==> src/rtl/core/lrupr_pkg.sv <==
// ----------------------------------------------------------------------------
// lrupr_pkg
// Shared constants and types of the lru page replacement block.
// ----------------------------------------------------------------------------
package lrupr_pkg;

   localparam int FRAMES     = 8;
   localparam int PAGE_BITS  = 16;
   localparam int SLOT_W     = 3;
   localparam int RANK_W     = 3;
   localparam int CFG_W      = 4;
   localparam int FAULT_W    = 32;
   localparam int REQ_DATA_W = 16;
   localparam int RSP_DATA_W = 56;

   localparam logic [RANK_W-1:0] RANK_MAX   = RANK_W'(FRAMES - 1);
   localparam logic [CFG_W-1:0]  CFG_RESET  = CFG_W'(FRAMES);

   // controller to datapath
   typedef struct packed {
      logic load;     // capture the request beat
      logic commit;   // update frames and load the result register
   } cmd_type;

endpackage

==> src/rtl/core/lrupr_ctrl.sv <==
// ----------------------------------------------------------------------------
// lrupr_ctrl
// Sequencer: takes a request beat, then commits it once the result
// register is free, and owns the result valid flag.
// ----------------------------------------------------------------------------
module lrupr_ctrl (
   input  logic                clock,
   input  logic                reset,
   input  logic                req_tvalid,
   output logic                req_tready,
   output logic                rsp_tvalid,
   input  logic                rsp_tready,
   output lrupr_pkg::cmd_type  cmd
);

   typedef enum logic {
      ST_IDLE,
      ST_EXEC
   } state_type;

   state_type state_ff, state_in;
   logic      rsp_valid_ff, rsp_valid_in;
   logic      load, commit;

   always_comb begin
      load   = (state_ff == ST_IDLE) && req_tvalid;
      commit = (state_ff == ST_EXEC) && (!rsp_valid_ff || rsp_tready);

      state_in = state_ff;
      unique case (state_ff)
         ST_IDLE: begin
            if (load) begin
               state_in = ST_EXEC;
            end
         end
         ST_EXEC: begin
            if (commit) begin
               state_in = ST_IDLE;
            end
         end
         default: state_in = ST_IDLE;
      endcase

      // a commit refills the result register even as the old beat leaves
      if (commit) begin
         rsp_valid_in = 1'b1;
      end else if (rsp_tready) begin
         rsp_valid_in = 1'b0;
      end else begin
         rsp_valid_in = rsp_valid_ff;
      end
   end

   always_ff @(posedge clock) begin
      if (reset) begin
         state_ff     <= ST_IDLE;
         rsp_valid_ff <= 1'b0;
      end else begin
         state_ff     <= state_in;
         rsp_valid_ff <= rsp_valid_in;
      end
   end

   assign req_tready = (state_ff == ST_IDLE);
   assign rsp_tvalid = rsp_valid_ff;
   assign cmd.load   = load;
   assign cmd.commit = commit;

endmodule

==> src/rtl/core/lrupr_dp.sv <==
// ----------------------------------------------------------------------------
// lrupr_dp
// Frame table, recency ranks, fault counter and result register.
// ----------------------------------------------------------------------------
module lrupr_dp (
   input  logic                                   clock,
   input  logic                                   reset,
   input  lrupr_pkg::cmd_type                     cmd,
   input  logic [lrupr_pkg::REQ_DATA_W-1:0]       req_page,
   input  logic                                   csr_we,
   input  logic [lrupr_pkg::CFG_W-1:0]            csr_wdata,
   output logic [lrupr_pkg::RSP_DATA_W-1:0]       rsp_data
);

   logic [lrupr_pkg::PAGE_BITS-1:0] page_ff;
   logic [lrupr_pkg::CFG_W-1:0]     cfg_ff;
   logic [lrupr_pkg::PAGE_BITS-1:0] frame_page_ff [lrupr_pkg::FRAMES];
   logic [lrupr_pkg::FRAMES-1:0]    valid_ff, valid_in;
   logic [lrupr_pkg::RANK_W-1:0]    rank_ff [lrupr_pkg::FRAMES];
   logic [lrupr_pkg::RANK_W-1:0]    rank_in [lrupr_pkg::FRAMES];
   logic [lrupr_pkg::FAULT_W-1:0]   fault_ff, fault_in;

   logic                            hit_ff, evict_ff;
   logic [lrupr_pkg::SLOT_W-1:0]    slot_ff;
   logic [lrupr_pkg::PAGE_BITS-1:0] ev_page_ff, ev_page_in;
   logic [lrupr_pkg::FAULT_W-1:0]   fault_out_ff;

   logic [lrupr_pkg::CFG_W-1:0]     n_eff;
   logic [lrupr_pkg::FRAMES-1:0]    active, match, empty;
   logic                            hit, has_empty, evict;
   logic [lrupr_pkg::SLOT_W-1:0]    hit_slot, empty_slot, victim, slot;
   logic [lrupr_pkg::RANK_W-1:0]    victim_rank;
   logic [lrupr_pkg::RANK_W:0]      old_rank;

   always_comb begin
      priority if (cfg_ff == '0) begin
         n_eff = lrupr_pkg::CFG_W'(1);
      end else if (cfg_ff > lrupr_pkg::CFG_W'(lrupr_pkg::FRAMES)) begin
         n_eff = lrupr_pkg::CFG_W'(lrupr_pkg::FRAMES);
      end else begin
         n_eff = cfg_ff;
      end
   end

   always_comb begin
      for (int k = 0; k < lrupr_pkg::FRAMES; k++) begin
         active[k] = lrupr_pkg::CFG_W'(k) < n_eff;
         match[k]  = active[k] && valid_ff[k] && (frame_page_ff[k] == page_ff);
         empty[k]  = active[k] && !valid_ff[k];
      end
   end

   // lowest-numbered match and lowest-numbered empty frame
   always_comb begin
      hit_slot   = '0;
      empty_slot = '0;
      for (int k = lrupr_pkg::FRAMES - 1; k >= 0; k--) begin
         if (match[k]) begin
            hit_slot = lrupr_pkg::SLOT_W'(k);
         end
         if (empty[k]) begin
            empty_slot = lrupr_pkg::SLOT_W'(k);
         end
      end
      hit       = |match;
      has_empty = |empty;
   end

   // oldest active frame, ties to the lowest index
   always_comb begin
      victim      = '0;
      victim_rank = rank_ff[0];
      for (int k = 1; k < lrupr_pkg::FRAMES; k++) begin
         if (active[k] && (rank_ff[k] > victim_rank)) begin
            victim      = lrupr_pkg::SLOT_W'(k);
            victim_rank = rank_ff[k];
         end
      end
   end

   always_comb begin
      evict = !hit && !has_empty;
      priority if (hit) begin
         slot     = hit_slot;
         old_rank = {1'b0, rank_ff[hit_slot]};
      end else if (has_empty) begin
         slot     = empty_slot;
         // an empty frame counts as older than any rank
         old_rank = (lrupr_pkg::RANK_W + 1)'(lrupr_pkg::FRAMES);
      end else begin
         slot     = victim;
         old_rank = {1'b0, victim_rank};
      end
      ev_page_in = evict ? frame_page_ff[victim] : '0;

      valid_in = valid_ff;
      if (!hit) begin
         valid_in[slot] = 1'b1;
      end

      for (int k = 0; k < lrupr_pkg::FRAMES; k++) begin
         if (lrupr_pkg::SLOT_W'(k) == slot) begin
            rank_in[k] = '0;
         end else if (active[k] && valid_ff[k] && ({1'b0, rank_ff[k]} < old_rank) &&
                      (rank_ff[k] < lrupr_pkg::RANK_MAX)) begin
            rank_in[k] = rank_ff[k] + lrupr_pkg::RANK_W'(1);
         end else begin
            rank_in[k] = rank_ff[k];
         end
      end

      if (hit || (&fault_ff)) begin
         fault_in = fault_ff;
      end else begin
         fault_in = fault_ff + lrupr_pkg::FAULT_W'(1);
      end
   end

   always_ff @(posedge clock) begin
      if (reset) begin
         cfg_ff   <= lrupr_pkg::CFG_RESET;
         valid_ff <= '0;
         fault_ff <= '0;
         for (int k = 0; k < lrupr_pkg::FRAMES; k++) begin
            rank_ff[k] <= '0;
         end
      end else begin
         if (csr_we) begin
            cfg_ff <= csr_wdata;
         end
         if (cmd.commit) begin
            valid_ff <= valid_in;
            fault_ff <= fault_in;
            for (int k = 0; k < lrupr_pkg::FRAMES; k++) begin
               rank_ff[k] <= rank_in[k];
            end
         end
      end
   end

   always_ff @(posedge clock) begin
      if (cmd.load) begin
         page_ff <= req_page;
      end
      if (cmd.commit) begin
         if (!hit) begin
            frame_page_ff[slot] <= page_ff;
         end
         hit_ff       <= hit;
         slot_ff      <= slot;
         evict_ff     <= evict;
         ev_page_ff   <= ev_page_in;
         fault_out_ff <= fault_in;
      end
   end

   assign rsp_data = {3'b000, fault_out_ff, ev_page_ff, evict_ff, slot_ff, hit_ff};

endmodule

==> src/rtl/core/lru_page_replacement_top.sv <==
// ----------------------------------------------------------------------------
// lru_page_replacement_top
// LRU page replacement over eight frames, one result beat per request beat.
// ----------------------------------------------------------------------------
// flow: the request beat is captured, then the frame search, victim pick and
//    rank update share one commit into the result register, stalled while
//    the result is held; no new request is taken until that commit
// reset: synchronous; clears valid marks, ranks and fault count, frame count 8
// ----------------------------------------------------------------------------
module lru_page_replacement_top (
   input  logic                                clock,
   input  logic                                reset,
   input  logic                                req_tvalid,
   output logic                                req_tready,
   input  logic [lrupr_pkg::REQ_DATA_W-1:0]    req_tdata,  // [15:0] page_number
   output logic                                rsp_tvalid,
   input  logic                                rsp_tready,
   // [0] hit, [3:1] frame_slot, [4] evicted_valid, [20:5] evicted_page,
   // [52:21] fault_count, [55:53] zero
   output logic [lrupr_pkg::RSP_DATA_W-1:0]    rsp_tdata,
   input  logic                                csr_we,
   input  logic [lrupr_pkg::CFG_W-1:0]         csr_wdata   // frames_in_use
);

   lrupr_pkg::cmd_type cmd;

   lrupr_ctrl u_ctrl (
      .clock      (clock),
      .reset      (reset),
      .req_tvalid (req_tvalid),
      .req_tready (req_tready),
      .rsp_tvalid (rsp_tvalid),
      .rsp_tready (rsp_tready),
      .cmd        (cmd)
   );

   lrupr_dp u_dp (
      .clock     (clock),
      .reset     (reset),
      .cmd       (cmd),
      .req_page  (req_tdata),
      .csr_we    (csr_we),
      .csr_wdata (csr_wdata),
      .rsp_data  (rsp_tdata)
   );

endmodule

==> config.mk <==
export PLATFORM = sky130hd
export DESIGN_NAME = lru_page_replacement_top
export DESIGN_NICKNAME = d
export VERILOG_FILES = /design/src/rtl/core/lrupr_pkg.sv /design/src/rtl/core/lrupr_ctrl.sv /design/src/rtl/core/lrupr_dp.sv /design/src/rtl/core/lru_page_replacement_top.sv
export SDC_FILE = /design/constraint.sdc
export NUM_CORES = 1
export LEC_CHECK = 0
export BUFFER_PORTS_ARGS = -buffer_cell sky130_fd_sc_hd__buf_2
export CELL_PAD_IN_SITES_DETAIL_PLACEMENT = 1
export CELL_PAD_IN_SITES_GLOBAL_PLACEMENT = 1
export CORE_ASPECT_RATIO = 0.7
export CORE_MARGIN = 2
export CORE_UTILIZATION = 40
export CTS_BUF_LIST = sky130_fd_sc_hd__clkbuf_2
export DETAILED_ROUTE_END_ITERATION = 10
export PLACE_DENSITY = 0.8
export SLEW_MARGIN = 10
export SYNTH_ARGS = -nofsm -noshare
export SYNTH_HDL_FRONTEND = slang
export SYNTH_HIERARCHICAL = 1
export SYNTH_SLANG_ARGS = --single-unit
export TNS_END_PERCENT = 30
==> constraint.sdc <==
create_clock -name clock -period 11.7 [get_ports clock]
set_input_delay 1.755 -clock clock [delete_from_list [all_inputs] [get_ports clock]]
set_output_delay 1.755 -clock clock [all_outputs]
set_load 0.01 [all_outputs]
# After elaboration in Yosys (flattened, before gate mapping)
# Memory sizes are Yosys's and may differ from the RTL's. A register that Yosys moved wholly into a read port is not among the register bits.
# Index checks and enable logic that the tools add are counted.
[totals]
n_memories = 2
latchBits = 0
elab_cells = 229
mem_bits_rw = 152
ff_bits = 99
romBits = 0
input_bits = 25
[op_classes]
multipliers = 0
n_lt_le_gt_ge = 34
add_sub_neg = 9
mux = 76
shift = 0
n_bitwise = 11
n_reduce_logical = 72
n_eq_ne = 15
div = 0
[memory_table]
columns = ["memory", "depth", "width", "rd", "rd_clocked_by_memory_dff", "write_ports", "line_no", "text"]
rows = [
  ["u_dp.frame_page_ff", 8, 16, 9, 1, 1, "lrupr_dp.sv:17", "logic [lrupr_pkg::PAGE_BITS-1:0] frame_page_ff [lrupr_pkg::FRAMES];"],
  ["u_dp.rank_ff", 8, 3, 9, 0, 8, "lrupr_dp.sv:19", "logic [lrupr_pkg::RANK_W-1:0] rank_ff [lrupr_pkg::FRAMES];"],
]
[ops]
columns = ["operator", "count"]
rows = [
  ["2-to-1 mux 3 bit", 53],
  ["== test 16 bit", 8],
  ["logical AND 1 bit", 51],
  ["adder 32 x 1 -> 32 bit (second input constant)", 1],
  ["less-than comparator 3 x 4 -> 1 bit", 8],
  ["2-to-1 mux 32 bit", 1],
  ["AND reduction 32 bit", 1],
  ["adder 3 x 1 -> 3 bit (second input constant)", 8],
  ["less-than comparator 3 bit (second input constant)", 8],
  ["> comparator 3 bit", 7],
  ["less-than comparator 3 x 4 -> 1 bit (first input constant)", 4],
  ["2-to-1 mux 4 bit", 4],
  ["OR reduction 8 bit", 2],
  ["2-to-1 mux 1 bit", 14],
  ["== test 3 bit (first input constant)", 4],
  ["zero test 1 bit", 12],
  ["less-than comparator 1 x 4 -> 1 bit (first input constant)", 2],
  ["less-than comparator 2 x 4 -> 1 bit (first input constant)", 2],
  ["bitwise OR 1 bit", 8],
  ["bitwise OR 8 bit", 1],
  ["== test 2 x 3 -> 1 bit (first input constant)", 2],
  ["> comparator 4 bit (second input constant)", 1],
  ["zero test 4 bit", 1],
  ["less-than comparator 3 x 4 -> 1 bit (second input constant)", 1],
  ["10 further kinds", 13],
]

# Logic depth before layout (Yosys ltp)
# Gate-level depths: netlist of run 1.
[depth]
depth_word = 32
ltp_mapped = 55

# Modules after synthesis
# Netlist of run 1, hierarchy kept.
[by_module_without_submodules]
columns = ["mod", "area_each_um2", "seq_area_each_um2", "cells_per_inst", "instances"]
rows = [
  ["lrupr_dp", 14380.0, 7517.2, 1213, 1],
  ["lrupr_ctrl", 102.6, 40.0, 11, 1],
]

# Worst setup path after synthesis of run 1
# Ideal clock, no wire load.
[synth_path]
kind = "register to register"
from = "memory u_dp/rank_ff[0][2] (netlist bit)"
to = "memory u_dp/frame_page_ff[3][0] (netlist bit) (enable)"
period_less_slack_ps = 12980
path_buffers = 1
arrival_time_ps = 12569
path_stages_with_launch = 52
path_slack_ps = -1280
cell_sequence = "edfxtp_1 -> inv_1 -> ha_1 -> nand2_1 -> o21a_1 -> nor2_1 -> mux2_2 -> ha_1 -> or3b_2 -> nand2_1 -> a21oi_1 -> a311oi_1 -> a32o_1 -> mux2_2 -> ha_1 -> nor3_1 -> a32oi_1 -> o211ai_1 -> [... 16 more ...] -> mux2_2 -> ha_1 -> inv_1 -> a21o_1 -> a21oi_1 -> a311oi_1 -> mux2_2 -> ha_1 -> nor2b_1 -> o21ai_0 -> a21oi_1 -> nor2_1 -> and3b_1 -> a311o_1 -> buf_4 -> o21ai_2 -> a21oi_4 -> nor3_1"
[synth_lines]
columns = ["item", "line_no"]
rows = [
  ["start: declaration", "lrupr_dp.sv:19"],
  ["end: declaration", "lrupr_dp.sv:17"],
]

==> impl_results.md, run 1 <==
* RSZ-0062 raised after global routing: yes
* Tmin final at 12.00 ns
* Critical Path Source Type: register
* Mapped Cells at 1224
* Final Hold Violating Endpoints at 0
* Hold Path Class: register to register
* Synth cell types at 97
* Clk_lat worst skew at about 1.0 ns
* Initial antenna violation count at 2
* Synthesized cell area at 14500 sq um
* Area occupied by multi-input gates at 6990 sq um
* Static leakage at 6.33 nW
* Die ar. at 37800 sq um
* Hold Path Cell Cnt at 2
* Reg2reg start: u_dp/rank_ff[1][2]
* Yosys reg bits at 267
* Worst path most repeated cell: ha_4
* Area grow syn2layout at 22.4%
* Die Wd at 231 um
* Register area at 7560 sq um
* Crit share post-route at 1.03
* Commonest non-fill, non-tap cell in the layout: edfxtp_1
* Post-DRT Antenna Nets at 0
* Reg2reg setup slack at -0.30 ns
* Total CTS buffers at 67
* Starting Density at 0.405
* WP data arrival at 12.69 ns
* Final slew viol count at 0
* Hold Slack at ~0.49 ns
* Commonest non-fill, non-tap cells in the layout: edfxtp_1 (221), xnor2_1 (108), buf_4 (101)
* CTS sink cnt at 267
* H-tree depth at 3
* Max-cap check violation count at 0
* TritonCTS clock tree: built
* GRT Total Usage at 0.255
* Syn. warnings at 6
* First-pass GRT wire length at 72200 um
* Setup slack after layout at -0.298 ns
* Min-delay src: u_ctrl/rsp_tvalid
* Final GP Congestion at approximately 0.90
* DR pass1 iterations at 5
* Max Fclk at 83.3 MHz
* Root Buffer Master: clkbuf_2
* Largest stage delay, worst path at between 0.4 and 0.5 ns
* Overflow after GRT at 0
* P per Cell Area at 147 nW/um^2
* Port Buf Inserts at 79
* Tot Pwr at between 2 and 3 mW
* # fillers at 3783
* Async SR Flop Fraction at 0
* WL/cell at 26.1 um
* Fraction of layout cells with a size suffix above 1 at 0.312
* Crit. End Element: register
* CP top delay family: compound AO/OA/AOI/OAI gates
* Slowest CP cell: edfxtp_1
* VDD IR-drop max at 0.0000616 V
* Clk pin slew, worst setup/hold paths at 0.10 ns
* Num rows at 58
* Worst path depth at 54
* Core ar. at ~36000 sq um
* Top Ports at 83
* Largest net degree at the start of global routing at 56
* Synth Flop Type: edfxtp_1
* DPL Wire Length at 31900 um
* # DRC at 0
* Peak fanout along the critical path at 9
* Cells on worst reg2reg path at between 50 and 60
* Clk buf depth at 3
* WS Path Type: register to register
* Post-synth EDFFs at around 220
* Relative slew slack at 0.362
* Hold worst-path end: u_ctrl/state_ff
* Final setup fails at 195
* Worst-Margin Slew at 0.950 ns
* Chip Height at 163 um
* WP buf/inv at 6
* Crit path required time at 12.39 ns
* Nets at 1500
* Iteration-0 DRC Markers at 1526
* Terminus of the critical flop-to-flop path: u_dp/ev_page_ff[1]
* Worst Clk Skew at 0.107 ns
* Register area share after synthesis at 0.522
* Via/cell ratio at 5.98
* Status: complete, but fails checks
* Mean Syn Cell Area at 11.8 sq um
* Total Wirelength at 51600 um
* Number of global-route vias before repair at 11600
* Violated checks: negative setup slack
* Vias at between 10000 and 15000
tightest hold or removal path: stages, from the launching register on:
cell	delay [ns]
dfxtp_1	0.32
nand2b_1	0.12
o31ai_1	0.08
flip-flops by register name (all words and copies together), names as in the netlist:
name and cells:
u_dp/ev_page_ff 16, u_dp/rank_ff 24, u_dp/hit_ff 1, u_dp/page_ff 16
u_dp/fault_out_ff 32, u_dp/slot_ff 3, u_ctrl/rsp_tvalid 1, u_dp/cfg_ff 4
u_dp/valid_ff 8, u_dp/frame_page_ff 128, u_ctrl/state_ff 1, u_dp/fault_ff 32
u_dp/evict_ff 1
layout make-up:
class                      count  share of cell area
inverter                      33             0.00819
sequential                   267               0.426
antenna                        4            0.000565
multi-input combinational    861               0.395
clock inverter                18             0.00770
tap                          480              0.0339
timing repair buffer         215               0.101
clock buffer                  98              0.0277
logic make-up after synthesis:
kind of cell / share of synthesized area
muxes: 0.0637
AOI/OAI and AO/OA: 0.0953
buffers and inverters: 0.0324
and+or+nand+nor: 0.140
other: 0.000259
adders and majority gates: 0.0281
xor gates and xnor gates: 0.119
DFF: 0.522
stage by stage:
stage / cell area, sq um / setup slack [ns] / std cells / TNS [ns] / utilization
finish: 17700 / -0.298 / 1976 / -29.90 / 0.495
global route: 17700 / -0.414 / 1976 / -58.02 / 0.495
CTS: 16900 / -0.0207 / 1936 / -0.0223 / 0.473
detailed placement: 15700 / -0.547 / 1763 / -57.14 / 0.438
global placement: 15700 / 0.137 / 1763 / 0 / 0.438
floorplan: 14600 / 0.0583 / 1226 / 0 / -
cell usage after synthesis, drive strengths merged (8+ instances only):
library cell / n / area (sq um)
edfxtp: 221 / 6640
xnor2: 108 / 946
nor2: 105 / 399
xor2: 88 / 771
nand2: 75 / 297
dfxtp: 46 / 921
nand3: 44 / 220
nor3: 43 / 248
buf: 42 / 246
o21ai: 38 / 201
nand4: 34 / 213
mux4: 32 / 721
ha: 30 / 375
inv: 30 / 113
a21oi: 24 / 131
clkbuf: 23 / 86.3
a31oi: 18 / 128
a22o: 17 / 149
and3: 15 / 93.8
nor4: 15 / 100
and2: 10 / 66.3
mux2i: 10 / 100
o211ai: 10 / 75.1
a211oi: 9 / 72.6
mux2: 9 / 101
or3: 8 / 50.1
layer usage:
layer | GRT usage | up-vias | wire length, um
li1 | - | 5067 | -
met1 | 0.366 | 5891 | 21700
met2 | 0.372 | 726 | 22300
met3 | 0.0620 | 131 | 6160
met4 | 0.0924 | 0 | 1450
met5 | 0 | - | 0
what timing repair did:
item / in CTS / in global routing
hold buffers: 0 / 0
gates resized for setup: 39 / 83
setup buffers: 55 / 35
cloned: 2 / 7
setup endpoints to repair: 191 / 203
pin swaps: 11 / 50
where the power goes:
group / internal [mW] / leakage (nW) / switching (mW)
registers: 1.05 / 2.41 / 0.0410
logic: 0.427 / 3.45 / 0.401
clock network: 0.268 / 0.468 / 0.410
total: 1.75 / 6.33 / 0.852
how the worst max path moves through the flow:
stage	from	endpoint	slack, ns
6_report	u_dp/rank_ff[1][2]	u_dp/ev_page_ff[1]	-0.30
2_1_floorplan	u_dp/rank_ff[0][2]	u_dp/frame_page_ff[1][0]	0.06
5_1_grt	u_dp/rank_ff[0][2]	u_dp/rank_ff[0][2]	-0.41
3_3_place_gp	u_dp/rank_ff[0][0]	u_dp/ev_page_ff[1]	0.14
4_1_cts	u_dp/rank_ff[1][1]	u_dp/ev_page_ff[1]	-0.02
3_5_place_dp	u_dp/rank_ff[0][1]	u_dp/rank_ff[3][1]	-0.55
Power figures use the tool's default switching activity.
==> inputs of run 2 (changes only) <==
Settings changed: SYNTH_HIERARCHICAL 1 to not set.
==> run 2 against run 1 <==
  * Sequential share of layout area grew 2.4 points
  * Register-to-register slack gained 0.76 ns
  * The flow now finishes without violations
  * Non-clock buffer count shrank 75
  * Cell count shrank 1.3%
==> impl_results.md, run 2 <==
* Status: finished, final reports clean
* CTS sink cnt at 267 (unchanged)
* Fin Setup TNS at 0 ns (+29.90 ns)
* Cells on worst reg2reg path at 58 (+7.4%)
* CP Capture Point: u_dp.rank_ff[3][0]
* Commonest non-fill, non-tap cells in the layout: edfxtp_1 (221), clkbuf_2 (109), xor2_1 (99)
* Top cell type's share of synthesized area at 0.451 (-0.00702)
* Largest stage delay, worst path at 0.45 ns (+0.02 ns)
* Post-synth EDFFs at 221 (unchanged)
* Tmin final at 11.24 ns (-0.761 ns)
* Iteration-0 DRC Markers at 1361 (-11%)
* Max-cap check violation count at 0 (unchanged)
* Design Area, Final at 16800 sq um (-5.2%)
* Clk buf depth at 3 (unchanged)
* Mean Syn Cell Area at 11.6 sq um (-1.7%)
* Total CTS buffers at 70 (+4.5%)
* Critical Path Source Type: register
* Hold Slack at 0.492 ns (-0.00147 ns)
* WS Path Type: register to register
* Synth area leaders: edfxtp_1 (45%), dfxtp_1 (6.3%), xor2_1 (5.9%), xnor2_1 (4.9%), mux4_2 (4.9%)
* Final setup fails at 0 (-100%)
* Largest net degree at the start of global routing at 71 (+27%)
* Worst path most repeated cell: ha_4
* Worst slack, placed at -0.683 ns (-0.136 ns)
* Top Ports at 83 (unchanged)
* WL/cell at 24.1 um (-7.8%)
* Root Buffer Master: clkbuf_2
* Worst Clk Skew at 0.0849 ns (-0.0219 ns)
* Worst path depth at 58 (+7.4%)
* Fin util at 0.466 (-0.0297)
* Most frequent cell after synthesis: edfxtp_1
* Via/cell ratio at 5.94 (-0.64%)
* Async SR Flop Fraction at 0 (unchanged)
* Total Wirelength at 46900 um (-9.0%)
* Fraction of layout cells with a size suffix above 1 at 0.253 (-0.0591)
* Overflow after GRT at 0 (unchanged)
* Area after DPL at 15700 sq um (+0.61%)
* Yosys reg bits at 267 (unchanged)
* Setup crit start: u_dp.rank_ff[1][2]
* Crit share post-route at 0.960 (-0.0650)
* Slowest CP cell: edfxtp_1
* Max reg flops at 128 (unchanged)
* Hold buffer count at cts at 0 (unchanged)
* Crit. End Element: register
* Hold Path Class: register to register
* VDD IR-drop max at 0.000129 V (+110%)
* Reg2reg start: u_dp.rank_ff[1][2]
* Clk pin slew, worst setup/hold paths at 0.11 ns (about the same)
* Post-DRT Antenna Nets at 0 (unchanged)
* Area leader, netlist: edfxtp_1
* Register area share after synthesis at 0.514 (-0.00799)
* Synth cell types at 97 (unchanged)
* WP data arrival at 11.90 ns (-0.79 ns)
* Biggest regs: u_dp.frame_page_ff x128, u_dp.fault_ff x32, u_dp.fault_out_ff x32
* Crit path required time at 12.36 ns (-0.03 ns)
* Max Fclk at 89.0 MHz (+6.8%)
* Static leakage at 6.14 nW (-3.0%)
* Number of global-route vias before repair at 11700 (+0.26%)
* Initial antenna violation count at 3 (+1)
* Count of non-filler cells in the finished layout at 1951 (-1.3%)
* Die ar. at 38300 sq um (+1.5%)
* Peak fanout along the critical path at 5 (-4)
* P per Cell Area at 151 nW/um^2 (+2.6%)
* Clk_lat worst skew at 0.93 ns (-0.09 ns)
* Terminus of the critical flop-to-flop path: u_dp.rank_ff[3][0]
* Worst-Margin Slew at 1.23 ns (+0.284 ns)
* Synthesized cell area at 14700 sq um (+1.6%)
* Vias at 11600 (-1.9%)
* Commonest non-fill, non-tap cell in the layout: edfxtp_1
* Tot Pwr at 2.53 mW (-2.8%)
* Commonest cells post-synth: edfxtp_1 (221), xor2_1 (99), nand2_1 (85)
* Area grow syn2layout at 14.2%
* TritonCTS clock tree: built
* CP top delay family: compound AO/OA/AOI/OAI gates
* Setup slack after layout at 0.463 ns (+0.761 ns)
* Synth Flop Type: edfxtp_1
* GRT Total Usage at 0.245 (-0.00971)
* DR pass1 iterations at 5 (unchanged)
* Final Hold Violating Endpoints at 0 (unchanged)
* Nets at 1472 (-1.9%)
* Reg2reg setup slack at 0.46 ns (+0.76 ns)
* First-pass GRT wire length at 70400 um (-2.4%)
* Chip Height at 164 um (+0.76%)
* Port Buf Inserts at 79 (unchanged)
* Relative slew slack at 0.156 (-0.206)
* Final slew viol count at 0 (unchanged)
* Largest reg by FF count: u_dp.frame_page_ff
* Syn. warnings at 0 (-6)
* # DRC at 0 (unchanged)
* H-tree depth at 3 (unchanged)
* Die Wd at 233 um (+0.76%)
* Num rows at 58 (unchanged)
* DPL Wire Length at 33200 um (+4.1%)
* WP buf/inv at 2 (-4)
* Final GP Congestion at 0.945 (+4.9%)
* Mapped Cells at 1264 (+3.3%)
* # placed instances at 1806 (+2.4%)
* Core ar. at 36100 sq um (+0.81%)
* Starting Density at 0.408 (+0.00299)
run 2: report_power, final:
part | internal, mW | switching, mW
Clock | 0.246 | 0.414
Sequential | 1.06 | 0.0384
Combinational | 0.349 | 0.420
Total | 1.66 | 0.872
run 2: cell type report:
type,count,area [sq um]
Clock buffer,109,546
Inverter,42,161
Multi-Input combinational cell,896,6950
Fill cell,3872,19300
Sequential cell,267,7560
Timing Repair Buffer,140,906
Antenna cell,2,5.00
Clock inverter,15,70.1
Tap cell,480,601
run 2: timing repair:
item	in CTS	in global routing
resized for setup	21	49
endpoints found under the setup margin	168	202
pin swaps	3	21
setup buffers	8	11
run 2: worst min-delay path: stages, from the launching register on:
cell and delay, ns:
dfxtp_1 0.35, inv_1 0.06, a21oi_1 0.05
run 2: layer usage:
metal | share of wire | track usage | vias up
li1 | - | - | 5105
met1 | 0.44 | 0.356 | 5819
met2 | 0.43 | 0.353 | 562
met3 | 0.11 | 0.0680 | 105
met4 | 0.022 | 0.0759 | 0
met5 | 0 | 0 | -
run 2: how the worst min path moves through the flow:
stage	startpoint	endpoint	slack, ns	cells after the start
4_1_cts	u_dp.valid_ff[7]	u_dp.valid_ff[7]	0.49	2
6_report	u_dp.valid_ff[7]	u_dp.valid_ff[7]	0.49	2
3_3_place_gp	u_dp.valid_ff[7]	u_dp.valid_ff[7]	0.46	2
3_5_place_dp	u_dp.valid_ff[7]	u_dp.valid_ff[7]	0.47	2
5_1_grt	u_dp.valid_ff[7]	u_dp.valid_ff[7]	0.53	2
2_1_floorplan	u_dp.valid_ff[7]	u_dp.valid_ff[7]	0.45	2
run 2: cells by family after synthesis:
group                      count (synthesis)  share of synthesized area
buffers and inverters                    103                     0.0330
and+or+nand+nor                          408                      0.146
xor gates and xnor gates                 182                      0.108
DFF                                      267                      0.514
AOI/OAI and AO/OA                        217                      0.107
adders and majority gates                 32                     0.0270
muxes                                     54                     0.0647
other                                      1                   0.000255
==> inputs of run 3 (changes only) <==
Settings changed: MAX_ROUTING_LAYER set to met4, REMOVE_ABC_BUFFERS set to 1.
==> run 3 against run 2 <==
  * Clock power down 4.2%
  * Sequential share of layout area rose by 0.12 points
  * Register-to-register slack got worse by 0.09 ns
  * Routed wire length decreased by 4.1%
  * Setup slack got worse by 0.085 ns
  * Clock skew increased by 0.022 ns
  * Worst hold slack gained 0.017 ns
  * Cell count fell by 0.15%
  * Flip-flop and latch count unchanged
  * Sequential power barely moved
  * Via count shrank 1.3%
  * Critical path type unchanged
==> impl_results.md, run 3 (synthesis gave the netlist of run 2 again) <==
* First-pass GRT wire length at 68200 um (-3.2%)
* Vias at 11400 (-1.3%)
* Nets at 1471 (-0.068%)
* P per Cell Area at 151 nW/um^2 (+0.29%)
* Final Hold Violating Endpoints at 0 (unchanged)
* CP top delay family: simple AND/OR/NAND/NOR gates
* Largest net degree at the start of global routing at 54 (-24%)
* Worst Clk Skew at 0.107 ns (+0.0224 ns)
* Largest stage delay, worst path at 0.42 ns (-0.03 ns)
* Design Area, Final at 16800 sq um (-0.26%)
* Relative slew slack at 0.344 (+0.187)
* Critical Path Source Type: register
* Num rows at 58 (unchanged)
* Final slew viol count at 0 (unchanged)
* VDD IR-drop max at 0.0000834 V (-35%)
* Largest reg by FF count: u_dp.frame_page_ff
* CTS sink cnt at 267 (unchanged)
* Setup crit start: u_dp.rank_ff[0][2]
* Area grow syn2layout at 13.9%
* Worst-Margin Slew at 0.981 ns (-0.253 ns)
* Iteration-0 DRC Markers at 1227 (-9.8%)
* Port Buf Inserts at 79 (unchanged)
* Biggest regs: u_dp.frame_page_ff x128, u_dp.fault_ff x32, u_dp.fault_out_ff x32
* Number of global-route vias before repair at 11500 (-1.7%)
* Clk buf depth at 3 (unchanged)
* Worst path most repeated cell: nand2_1
* Peak fanout along the critical path at 6 (+1)
* Root Buffer Master: clkbuf_2
* # placed instances at 1806 (unchanged)
* Crit share post-route at 0.968 (+0.00730)
* Crit. End Element: register
* DR pass1 iterations at 6 (+1)
* DPL Wire Length at 33000 um (-0.80%)
* Clk pin slew, worst setup/hold paths at 0.13 ns (+0.02 ns)
* Crit path required time at 12.33 ns (-0.03 ns)
* Overflow after GRT at 0 (unchanged)
* Core ar. at 36100 sq um (unchanged)
* Clk pwr share at 0.250 (-0.011)
* WL/cell at 23.1 um (-4.0%)
* Max reg flops at 128 (unchanged)
* Post-DRT Antenna Nets at 0 (unchanged)
* Count of non-filler cells in the finished layout at 1948 (-0.15%)
* Slowest CP cell: or4_4
* Status: finished, final reports clean
* Commonest non-fill, non-tap cell in the layout: edfxtp_1
* Area after DPL at 15700 sq um (-0.10%)
* Static leakage at 6.11 nW (-0.46%)
* Hold Path Class: register to register
* WP data arrival at 11.95 ns (+0.05 ns)
* Commonest non-fill, non-tap cells in the layout: edfxtp_1 (221), xor2_1 (99), clkbuf_2 (99)
* Min-delay src: u_ctrl.state_ff
* Initial antenna violation count at 1 (-2)
* Total Wirelength at 45000 um (-4.1%)
* # DRC at 0 (unchanged)
* Die Wd at 233 um (unchanged)
* GRT Total Usage at 0.243 (-0.00231)
* Final GP Congestion at 0.935 (-1.1%)
* Logic gate share of total power at 0.312 (+0.008)
* Top Ports at 83 (unchanged)
* Flop pwr share at 0.438 (+0.003)
* Clk_lat worst skew at 0.96 ns (+0.03 ns)
* Via/cell ratio at 5.87 (-1.2%)
* Max-cap check violation count at 0 (unchanged)
* WS Path Type: register to register
* Fraction of layout cells with a size suffix above 1 at 0.250 (-0.00289)
* Reg2reg start: u_dp.rank_ff[0][2]
* Max Fclk at 88.3 MHz (-0.75%)
* Chip Height at 164 um (unchanged)
* Psw at 0.881 mW (+1.1%)
* WP buf/inv at 3 (+1)
* Final setup fails at 0 (unchanged)
* Hold buffer count at cts at 0 (unchanged)
* H-tree depth at 3 (unchanged)
* TritonCTS clock tree: built
* Starting Density at 0.408 (unchanged)
* Sw Ratio at 0.348 (+0.00353)
* Die ar. at 38300 sq um (unchanged)
* P_int at 1.65 mW (-0.51%)
* Tmin final at 11.32 ns (+0.0854 ns)
* Total CTS buffers at 69 (-1.4%)
[run 3: path summary, 6_finish.rpt]
kind	slack [ns]	endpoint	cells after the start
min	0.51	u_ctrl.rsp_tvalid	2
max reg2reg	0.38	u_dp.rank_ff[2][0]	59
min reg2reg	0.51	u_ctrl.rsp_tvalid	2
max	0.38	u_dp.rank_ff[2][0]	59
[run 3: layer usage]
metal  share of wire  vias up  wire length [um]  track usage
li1                -     5107                 -            -
met1            0.45     5736             20500        0.346
met2            0.43      512             19500        0.348
met3           0.090       85              4030       0.0511
met4           0.022        0               989       0.0701
met5               0        -                 0            -
[run 3: per-stage QoR]
stage	utilization	worst slack (ns)	hold WS [ns]	setup TNS (ns)	power, mW
after floorplan	-	0.130	0.442	0	1.58
after global placement	0.436	0.0628	0.479	0	1.81
after detailed placement	0.436	-0.535	0.495	-58.93	1.84
after CTS	0.454	0.00747	0.513	0	2.48
after global routing	0.464	-0.149	0.552	-6.59	2.65
final	0.464	0.378	0.509	0	2.53
[run 3: worst reg2reg max path: cells and delay by family, from the launching register on]
| kind | cells | cell delay (ns) |
|---|---|---|
| multiplexers | 4 | 1.30 |
| AO/OA/AOI/OAI | 20 | 2.86 |
| AND/OR/NAND/NOR | 23 | 3.57 |
| flip-flops | 1 | 0.40 |
| buffers and inverters | 3 | 0.47 |
| adder cells (fa/ha/maj) | 9 | 2.42 |
[run 3: power groups by stage]
stage                     Sequential, mW  Combinational [mW]  Clock [mW]
after global routing                1.11               0.837       0.700
after global placement              1.12               0.691           0
after CTS                           1.10               0.722       0.649
after detailed placement            1.13               0.709           0
final                               1.11               0.790       0.632
after floorplan                     1.12               0.456           0
[run 3: what timing repair did]
action / 4_1_cts / 5_1_grt
pin swaps: 3 / 25
buffers inserted: 2 / 17
cloned: 0 / 0
setup endpoints to repair: 195 / 200
gates resized for setup: 15 / 54
[run 3: layout make-up]
class / instances / area (sq um)
Sequential cell: 267 / 7560
Tap cell: 480 / 601
Multi-Input combinational cell: 896 / 6940
Inverter: 42 / 164
Antenna cell: 2 / 5.00
Timing Repair Buffer: 140 / 893
Clock buffer: 99 / 495
Fill cell: 3912 / 19300
Clock inverter: 22 / 91.3
